File: src/design/sgfc_pkg.sv
// Shared types and constants for the sync gap fill checker.
// No dependencies; every other design file refers to it by scoped names.
package sgfc_pkg;

    localparam logic [7:0] SYNC_BYTE  = 8'hFF;
    localparam logic [7:0] TRAIL_BYTE = 8'h67;

    localparam logic [7:0] SYNC_MIN_FLOOR = 8'd2;

    localparam logic [7:0] RST_SYNC_MIN_LENGTH = 8'd10;
    localparam logic [7:0] RST_ALLOWED_VALUE_A = 8'h55;
    localparam logic [7:0] RST_ALLOWED_VALUE_B = 8'h67;
    localparam logic       RST_CHECK_TRAILING  = 1'b1;

    localparam logic [12:0] CNT13_MAX = 13'h1FFF;
    localparam logic [13:0] CNT14_MAX = 14'h3FFF;

    // Score terms
    localparam logic [7:0] SCORE_FULL      = 8'd100;
    localparam logic [4:0] BYTE_PENALTY_MAX = 5'd25;
    localparam logic [3:0] BAD_GAP_SAT     = 4'd13;
    localparam logic [3:0] BAD_END_SAT     = 4'd10;

    // Queue between front and back
    localparam int FIFO_DEPTH = 4;
    localparam int FIFO_AW    = $clog2(FIFO_DEPTH);

    localparam int CFG_IDX_W  = 2;

    typedef enum logic [CFG_IDX_W-1:0] {
        CFG_SYNC_MIN_LENGTH = 2'd0,
        CFG_ALLOWED_VALUE_A = 2'd1,
        CFG_ALLOWED_VALUE_B = 2'd2,
        CFG_CHECK_TRAILING  = 2'd3
    } t_cfg_idx;

    typedef struct packed {
        logic [7:0] sync_min_length;
        logic [7:0] allowed_value_a;
        logic [7:0] allowed_value_b;
        logic       check_trailing;
    } t_cfg;

    // One classified track byte
    typedef struct packed {
        logic is_ff;
        logic is_bad;
        logic is_trail;
        logic last;
    } t_cls;

    typedef struct packed {
        logic [13:0] bad_byte_total;
        logic [12:0] gaps_bad_ending;
        logic [12:0] gaps_with_bad_bytes;
        logic [12:0] gap_count;
    } t_totals;

    typedef struct packed {
        logic       undecided;
        logic [6:0] score;
        t_totals    tot;
    } t_result;

endpackage

File: src/design/sgfc_back.sv
// Back stage: run/stretch tracking, gap totals, final score and output register.
// Depends on sgfc_pkg.
module sgfc_back (
    input  logic              i_clk,
    input  logic              i_rst_n,
    input  sgfc_pkg::t_cfg    i_cfg,
    input  logic              i_q_valid,
    input  sgfc_pkg::t_cls    i_q_data,
    output logic              o_q_pop,
    output logic              o_valid,
    input  logic              i_ready,
    output sgfc_pkg::t_result o_result
);

    logic [7:0]          r_run_len;
    logic                r_in_run;
    logic                r_pend_ne;
    logic [13:0]         r_pend_bad;
    logic                r_pend_trail;
    sgfc_pkg::t_totals   r_tot;
    logic                r_fin_valid;
    sgfc_pkg::t_totals   r_fin;
    logic                r_out_valid;
    sgfc_pkg::t_result   r_out;

    logic [7:0]          n_run_len;
    logic                n_in_run;
    logic                n_pend_ne;
    logic [13:0]         n_pend_bad;
    logic                n_pend_trail;
    sgfc_pkg::t_totals   n_tot;
    sgfc_pkg::t_result   n_out;

    logic        out_adv;
    logic        fin_ready;
    logic [7:0]  need;
    logic [7:0]  len_inc;
    logic        judge;
    logic [7:0]  judge_len;
    logic        qualify;
    logic [13:0] bad_base;
    logic [14:0] sum_wide;
    logic [4:0]  byte_pen;
    logic [3:0]  bad_gap_s;
    logic [3:0]  bad_end_s;
    logic [7:0]  pen;

    assign out_adv   = !r_out_valid || i_ready;
    assign fin_ready = !r_fin_valid || out_adv;
    // Hold the final byte until the totals register is free
    assign o_q_pop   = i_q_valid && (!i_q_data.last || fin_ready);
    assign o_valid   = r_out_valid;
    assign o_result  = r_out;

    always_comb begin
        need    = (i_cfg.sync_min_length < sgfc_pkg::SYNC_MIN_FLOOR) ?
                  sgfc_pkg::SYNC_MIN_FLOOR : i_cfg.sync_min_length;
        len_inc = (r_run_len == 8'hFF) ? r_run_len : r_run_len + 8'd1;

        n_run_len    = r_run_len;
        n_in_run     = r_in_run;
        n_pend_ne    = r_pend_ne;
        n_pend_bad   = r_pend_bad;
        n_pend_trail = r_pend_trail;
        bad_base     = r_in_run ? '0 : r_pend_bad;

        if (i_q_data.is_ff) begin
            n_in_run  = 1'b1;
            n_run_len = r_in_run ? len_inc : 8'd1;
        end else begin
            n_in_run     = 1'b0;
            n_run_len    = '0;
            n_pend_ne    = 1'b1;
            n_pend_trail = i_q_data.is_trail;
            n_pend_bad   = (i_q_data.is_bad && bad_base != sgfc_pkg::CNT14_MAX) ?
                           bad_base + 14'd1 : bad_base;
        end

        // A run ends on a non-0xFF byte, or at the final byte if it is 0xFF
        judge     = i_q_data.is_ff ? i_q_data.last : r_in_run;
        judge_len = i_q_data.is_ff ? n_run_len : r_run_len;
        qualify   = judge && (judge_len >= need) && r_pend_ne;

        n_tot    = r_tot;
        sum_wide = {1'b0, r_tot.bad_byte_total} + {1'b0, r_pend_bad};
        if (qualify) begin
            if (r_tot.gap_count != sgfc_pkg::CNT13_MAX) begin
                n_tot.gap_count = r_tot.gap_count + 13'd1;
            end
            if (r_pend_bad != '0) begin
                if (r_tot.gaps_with_bad_bytes != sgfc_pkg::CNT13_MAX) begin
                    n_tot.gaps_with_bad_bytes = r_tot.gaps_with_bad_bytes + 13'd1;
                end
                n_tot.bad_byte_total = sum_wide[14] ? sgfc_pkg::CNT14_MAX :
                                       sum_wide[13:0];
            end
            if (i_cfg.check_trailing && !r_pend_trail &&
                r_tot.gaps_bad_ending != sgfc_pkg::CNT13_MAX) begin
                n_tot.gaps_bad_ending = r_tot.gaps_bad_ending + 13'd1;
            end
        end
    end

    // Score from the registered totals
    always_comb begin
        byte_pen  = (r_fin.bad_byte_total[13:3] > 11'(sgfc_pkg::BYTE_PENALTY_MAX)) ?
                    sgfc_pkg::BYTE_PENALTY_MAX : r_fin.bad_byte_total[7:3];
        bad_gap_s = (r_fin.gaps_with_bad_bytes > 13'(sgfc_pkg::BAD_GAP_SAT)) ?
                    sgfc_pkg::BAD_GAP_SAT : r_fin.gaps_with_bad_bytes[3:0];
        bad_end_s = (r_fin.gaps_bad_ending > 13'(sgfc_pkg::BAD_END_SAT)) ?
                    sgfc_pkg::BAD_END_SAT : r_fin.gaps_bad_ending[3:0];
        pen       = {1'b0, bad_gap_s, 3'b000} + {1'b0, bad_end_s, 3'b000} +
                    {3'b000, bad_end_s, 1'b0} + {3'b000, byte_pen};

        n_out.tot       = r_fin;
        n_out.undecided = (r_fin.gap_count == '0);
        if (n_out.undecided || pen >= sgfc_pkg::SCORE_FULL) begin
            n_out.score = '0;
        end else begin
            n_out.score = 7'(sgfc_pkg::SCORE_FULL - pen);
        end
    end

    always_ff @(posedge i_clk) begin
        if (!i_rst_n) begin
            r_run_len    <= '0;
            r_in_run     <= 1'b0;
            r_pend_ne    <= 1'b0;
            r_pend_bad   <= '0;
            r_pend_trail <= 1'b0;
            r_tot        <= '0;
            r_fin_valid  <= 1'b0;
            r_out_valid  <= 1'b0;
        end else begin
            if (o_q_pop) begin
                if (i_q_data.last) begin
                    // Clear all track state for the next track
                    r_run_len    <= '0;
                    r_in_run     <= 1'b0;
                    r_pend_ne    <= 1'b0;
                    r_pend_bad   <= '0;
                    r_pend_trail <= 1'b0;
                    r_tot        <= '0;
                end else begin
                    r_run_len    <= n_run_len;
                    r_in_run     <= n_in_run;
                    r_pend_ne    <= n_pend_ne;
                    r_pend_bad   <= n_pend_bad;
                    r_pend_trail <= n_pend_trail;
                    r_tot        <= n_tot;
                end
            end
            if (fin_ready) begin
                r_fin_valid <= o_q_pop && i_q_data.last;
            end
            if (out_adv) begin
                r_out_valid <= r_fin_valid;
            end
        end
        if (fin_ready && o_q_pop && i_q_data.last) begin
            r_fin <= n_tot;
        end
        if (out_adv && r_fin_valid) begin
            r_out <= n_out;
        end
    end

    a_score_range: assert property (@(posedge i_clk) disable iff (!i_rst_n)
        r_out_valid |-> (r_out.score <= 7'(sgfc_pkg::SCORE_FULL)))
        else $error("score above full scale");

    a_undecided: assert property (@(posedge i_clk) disable iff (!i_rst_n)
        (r_out_valid && r_out.undecided) |->
            (r_out.score == '0 && r_out.tot.gap_count == '0))
        else $error("undecided result with score or gaps");

    a_flawed_gap_bound: assert property (@(posedge i_clk) disable iff (!i_rst_n)
        r_tot.gaps_with_bad_bytes <= r_tot.gap_count)
        else $error("more bad gaps than gaps");

    a_clear_after_last: assert property (@(posedge i_clk) disable iff (!i_rst_n)
        (o_q_pop && i_q_data.last) |=> (r_tot == '0 && !r_in_run && !r_pend_ne))
        else $error("state not cleared after final byte");

endmodule

File: config.mk
export PLATFORM = sky130hd
export DESIGN_NAME = sgfc_back
export DESIGN_NICKNAME = d
export VERILOG_FILES = /design/src/design/sgfc_pkg.sv /design/src/design/sgfc_back.sv
export SDC_FILE = /design/constraint.sdc
export NUM_CORES = 1
export LEC_CHECK = 0
export BUFFER_PORTS_ARGS = -buffer_cell sky130_fd_sc_hd__buf_2
export CORE_ASPECT_RATIO = 0.75
export CORE_MARGIN = 2
export CORE_UTILIZATION = 40
export DETAILED_ROUTE_END_ITERATION = 10
export PLACE_DENSITY = 0.71
export SLEW_MARGIN = 40
export SYNTH_ARGS = -nofsm -noshare
export SYNTH_HDL_FRONTEND = slang
export SYNTH_SLANG_ARGS = --single-unit
File: constraint.sdc
create_clock -name i_clk -period 4 [get_ports i_clk]
set_clock_uncertainty 0.15 [all_clocks]
set_input_delay 0.8 -clock i_clk [delete_from_list [all_inputs] [get_ports i_clk]]
set_output_delay 0.8 -clock i_clk [all_outputs]
set_load 0.005 [all_outputs]
=== Yosys cells after proc, flatten, opt, wreduce, memory -nomap -nowiden ===
Cells that the tools add are included.

* Flip-flop bits (word level): 194
* Bits of input ports: 33
* Output and inout port bits: 63
* Word-level logic and storage cells: 92

* $add $sub $neg: 10
* Magnitude comparators: 6
* Equality and inequality tests: 6
* Multiplexer cells: 28
* Reductions and logical operators: 21

{| class="wikitable"
|+ Operators with widths
! operator !! number
|-
| two-way mux 53 bit || 2
|-
| two-way mux 14 bit || 6
|-
| two-way mux 13 bit || 4
|-
| two-way mux 8 bit || 6
|-
| adder 13 x 1 -> 13 bit, second input constant || 3
|-
| inequality test 13 bit, second input constant || 3
|-
| greater-than comparator 13 x 4 -> 1 bit, second input constant || 2
|-
| adder 8 x 5 -> 8 bit || 2
|-
| adder 14 x 14 -> 15 bit || 1
|-
| adder 14 x 1 -> 14 bit, second input constant || 1
|-
| inequality test 14 bit, second input constant || 1
|-
| nonzero test 14 bit || 1
|-
| zero test 13 bit || 1
|-
| greater-than comparator 11 x 5 -> 1 bit, second input constant || 1
|-
| logical AND 1 bit || 10
|-
| adder 7 x 7 -> 8 bit || 1
|-
| adder 8 x 1 -> 8 bit, second input constant || 1
|-
| equality test 8 bit, second input constant || 1
|-
| >= comparator 8 x 7 -> 1 bit, second input constant || 1
|-
| >= comparator 8 bit || 1
|-
| less-than comparator 8 x 2 -> 1 bit, second input constant || 1
|-
| two-way mux 4 bit || 2
|-
| two-way mux 1 bit || 7
|-
| subtractor 7 bit, first input constant || 1
|-
| 5 further kinds || 11
|}

=== Longest topological paths before layout ===
* Word-level depth: 10
* Depth in mapped cells: 18

=== Worst setup path before layout ===
Ideal clock, no wire load.

* Kind: input-to-reg
* From: in i_ready
* To: reg r_out (netlist bit o_result[0]), enable pin
* Setup time: 488 ps
* Arrival time: 3594 ps
* Slack: -231 ps
* Stages on the path: 2
* Path through: nor2b_1 > nor2b_1

* Cells in the longest elaborated chain, start to end: 2

{| class="wikitable"
|+ RTL lines
! what !! line !! RTL
|-
| from (decl) || sgfc_back.sv:11 || <nowiki>input logic i_ready,</nowiki>
|-
| logical OR 1 bit || sgfc_back.sv:48 || <nowiki>assign out_adv = !r_out_valid || i_ready;</nowiki>
|-
| logical AND 1 bit || sgfc_back.sv:163 || <nowiki>if (out_adv && r_fin_valid) begin</nowiki>
|-
| to (signal assigned) || sgfc_back.sv:164 || <nowiki>r_out <= n_out;</nowiki>
|-
| to (decl) || sgfc_back.sv:24 || <nowiki>sgfc_pkg::t_result r_out;</nowiki>
|}

Every way passes these cells.
A chain may end at the register's enable or synchronous reset.

=== Final worst setup path ===
* From: reg r_fin (netlist bit n_out[23])
* To: reg r_out (netlist bit o_result[59]) (data pin)

* Cells in the longest elaborated chain, start to end: 7
* Elaborated cells between the ends (all ways): 8
* Classes of those cells: 4 x add/sub; 2 x order compare; 1 x mux; 1 x reduce/logical

{| class="wikitable"
|+ RTL lines
! what !! line !! RTL
|-
| from (decl) || sgfc_back.sv:22 || <nowiki>sgfc_pkg::t_totals r_fin;</nowiki>
|-
| from (signal assigned) || sgfc_back.sv:161 || <nowiki>r_fin <= n_tot;</nowiki>
|-
| greater-than comparator 13 x 4 -> 1 bit * || sgfc_back.sv:108 || <nowiki>bad_gap_s = (r_fin.gaps_with_bad_bytes > 13'(sgfc_pkg::BAD_GAP_SAT)) ?</nowiki>
|-
| two-way mux 4 bit * || sgfc_back.sv:108 ||
|-
| adder 7 x 7 -> 8 bit * || sgfc_back.sv:112 || <nowiki>pen = {1'b0, bad_gap_s, 3'b000} + {1'b0, bad_end_s, 3'b000} +</nowiki>
|-
| adder 8 x 5 -> 8 bit * || sgfc_back.sv:112 ||
|-
| adder 8 x 5 -> 8 bit * || sgfc_back.sv:113 || <nowiki>{3'b000, bad_end_s, 1'b0} + {3'b000, byte_pen};</nowiki>
|-
| >= comparator 8 x 7 -> 1 bit || sgfc_back.sv:117 || <nowiki>if (n_out.undecided || pen >= sgfc_pkg::SCORE_FULL) begin</nowiki>
|-
| logical OR 1 bit || sgfc_back.sv:117 ||
|}

Mark *: on every way between the ends. The rest lies on a longest branch, timed or not.

==> flow_summary.json <==
{
  "cts_made_buffers": 17,
  "syn_inst": 935,
  "setup.worst_path.class": "flop to flop",
  "final_util": 0.481,
  "fmax_mhz": 249,
  "viasPerCell": 5.51,
  "setup_slack_ns": -0.0111,
  "clock-root-buffer": "clkbuf_16",
  "diodes": 0,
  "synth.avg_cell_area_um2": 10.5,
  "dp_hpwl_um": 15600,
  "mostFrequentLayoutCell": "edfxtp_1",
  "syn_to_final_growth_pct": 18.2,
  "synth_edf_count": 114,
  "fin_area_um2": 11600,
  "initial_core_util": 0.407,
  "fin_cells": 1396,
  "power_mw": 4.03,
  "wl_um": 22800,
  "ys_ff_latch": 194,
  "placedInstanceArea_um2": 10800,
  "synthArstFlopShare": 0,
  "ys.flop_type": "edfxtp_1",
  "rows": 49,
  "worst-endpoint-required_ns": 4.15,
  "yosysSeqAreaShare": 0.513,
  "clk_pin_slew_worst_paths_ns": 0.08,
  "cap_violations": 0,
  "cts_sinks": 194,
  "grt_antenna_before_repair": 0,
  "grt_pass1_vias": 6985,
  "drc_errors": 0,
  "grt_max_degree": 62,
  "status": "finished with violations",
  "dieHeight_um": 139,
  "cts.hold.buffers_added": 0,
  "worst_pin_slew_ns": 0.804,
  "die-area_um2": 25800,
  "syn_area_um2": 9790,
  "vdd_drop_max_uv": 292,
  "htreeDepth": 4,
  "antenna_left": 0,
  "clock_latency_ns": 0.44,
  "post-route-period-util": 1.00,
  "drive_gt1_frac": 0.208,
  "grt_first_pass_wirelength_um": 36000,
  "crit_fanout": 7,
  "num_vias": 7685,
  "place_ws_ns": -0.218,
  "core_area_um2": 24000,
  "holdWs_ns": 0.280,
  "finalCriticalPeriod_ns": 4.01,
  "hold_viol": 0,
  "mostFrequentLayoutCells": "edfxtp_1 (114), nand2_1 (80), dfxtp_1 (80)",
  "cts_tree": "done",
  "hp-class": "flop to flop",
  "grtUsageTotal": 0.177,
  "drt-pass1-iter-count": 5,
  "port_buffers": 79,
  "slew_headroom": 0.464,
  "ys_types": 76,
  "cp-start-kind": "flop",
  "final_nets": 1129,
  "cp.arrival_ns": 4.16,
  "overflow": 0,
  "rsz0062_at_grt": "true",
  "drt_iter0_markers": 710,
  "place_inst": 1353,
  "synth_warnings": 0,
  "pin_count": 96,
  "finalSetupViolCount": 2,
  "worstSetupEndpointType": "flop",
  "p_per_area_nw_per_um2": 348,
  "drv_slew": 0,
  "tns_ns": -0.0155,
  "leakagePower_nw": 4.38,
  "wire_per_inst_um": 16.3,
  "cts_max_path_buffers": 2,
  "die_x_um": 185,
  "violations": "negative setup slack",
  "syn_nets": 1012,
  "gp_congestion": 0.897
}
==> routing by layer <==
layer	vias up	part of all wire	GRT usage	wire length [um]
li1	3713	-	-	-
met1	3671	0.51	0.272	11600
met2	275	0.41	0.247	9300
met3	26	0.070	0.0398	1600
met4	0	0.013	0.0468	302
met5	-	0	0	0
==> worst paths after layout <==
path / start / end / slack (ns) / cells after the start
worst max-delay path: n_out[23] / o_result[59] / -0.01 / 14
worst min-delay path: n_out[39] / o_result[39] / 0.28 / 0
worst max register to register: n_out[23] / o_result[59] / -0.01 / 14
worst min register to register: n_out[39] / o_result[39] / 0.28 / 0
==> Yosys cell counts, types with 3 or more instances <==
cell type | number | share of area
nand4_1 | 17 | 0.011
a211oi_1 | 3 | 0.0023
nor3_1 | 16 | 0.0082
xor2_1 | 16 | 0.014
fa_1 | 7 | 0.014
nand3_1 | 36 | 0.018
a21oi_1 | 55 | 0.028
edfxtp_1 | 114 | 0.35
o22a_1 | 8 | 0.0072
o31ai_1 | 16 | 0.012
or3_1 | 7 | 0.0045
nor4_1 | 7 | 0.0045
mux2i_1 | 3 | 0.0031
a22oi_1 | 3 | 0.0023
a22o_1 | 5 | 0.0045
ha_1 | 37 | 0.047
o21a_1 | 9 | 0.0069
and4_1 | 8 | 0.0072
o221a_2 | 3 | 0.0035
nand2_1 | 80 | 0.031
inv_1 | 39 | 0.015
o221ai_1 | 4 | 0.0036
a41oi_1 | 3 | 0.0027
a31o_2 | 4 | 0.0036
xnor2_1 | 34 | 0.030
and3_1 | 15 | 0.0096
mux2_2 | 4 | 0.0046
buf_2 | 10 | 0.0051
nor2_1 | 56 | 0.021
a21boi_0 | 5 | 0.0038
o211ai_1 | 4 | 0.0031
nand2b_1 | 15 | 0.0096
a32oi_1 | 5 | 0.0045
clkbuf_1 | 23 | 0.0088
a31oi_1 | 27 | 0.017
or2_2 | 5 | 0.0032
and2_1 | 13 | 0.0083
o21ai_0 | 65 | 0.033
a21o_1 | 5 | 0.0038
nor2b_1 | 25 | 0.016
dfxtp_1 | 80 | 0.16
==> cells by family (layout without fill, tap and decap cells) <==
logic type	count (synthesis)	count (layout)	synth area share
buf+inv	77	206	0.0331
compound gates	244	245	0.165
fa+ha+maj	44	44	0.0616
flops	194	194	0.513
mux	8	8	0.00920
xor+xnor	50	50	0.0447
simple gates	318	318	0.173
==> critical path: stages, from the launching register on <==
cell	delay [ns]
edfxtp_1	0.45
nor4_4	0.29
buf_4	0.14
nand4_1	0.16
nor2_2	0.21
fa_1	0.46
fa_1	0.43
inv_1	0.07
ha_2	0.18
inv_2	0.04
fa_2	0.52
nor3b_2	0.16
nor3_1	0.06
or3_4	0.43
nor2_2	0.12
==> what timing repair did <==
action | in CTS | in global routing
pin swaps | 13 | 11
gates resized for setup | 14 | 11
setup endpoints to repair | 8 | 71
gates cloned | 0 | 1
buffers inserted | 5 | 5
==> flip-flops by register name (all words and copies together), names as in the netlist <==
register / flops
r_tot: 53
r_fin_valid: 1
r_pend_ne: 1
r_run_len: 8
o_valid: 1
r_pend_bad: 14
o_result: 61
r_pend_trail: 1
n_out: 53
r_in_run: 1
==> final cells by class <==
cell class / instances / area [um^2]
clock buffer: 17 / 425
tap: 331 / 414
sequential: 194 / 5020
inverter: 39 / 146
clock inverter: 15 / 160
fill: 2200 / 12500
multi-input combinational: 665 / 4570
timing repair buffer: 135 / 828
==> power by group <==
group / switching (mW) / leakage, nW / internal, mW / total (mW)
sequential: 0.0247 / 1.67 / 2.15 / 2.17
combinational: 0.113 / 2.43 / 0.0593 / 0.172
clock: 0.842 / 0.284 / 0.839 / 1.68
total: 0.979 / 4.38 / 3.05 / 4.03
Note: power is estimated with default switching activity, not from simulation.
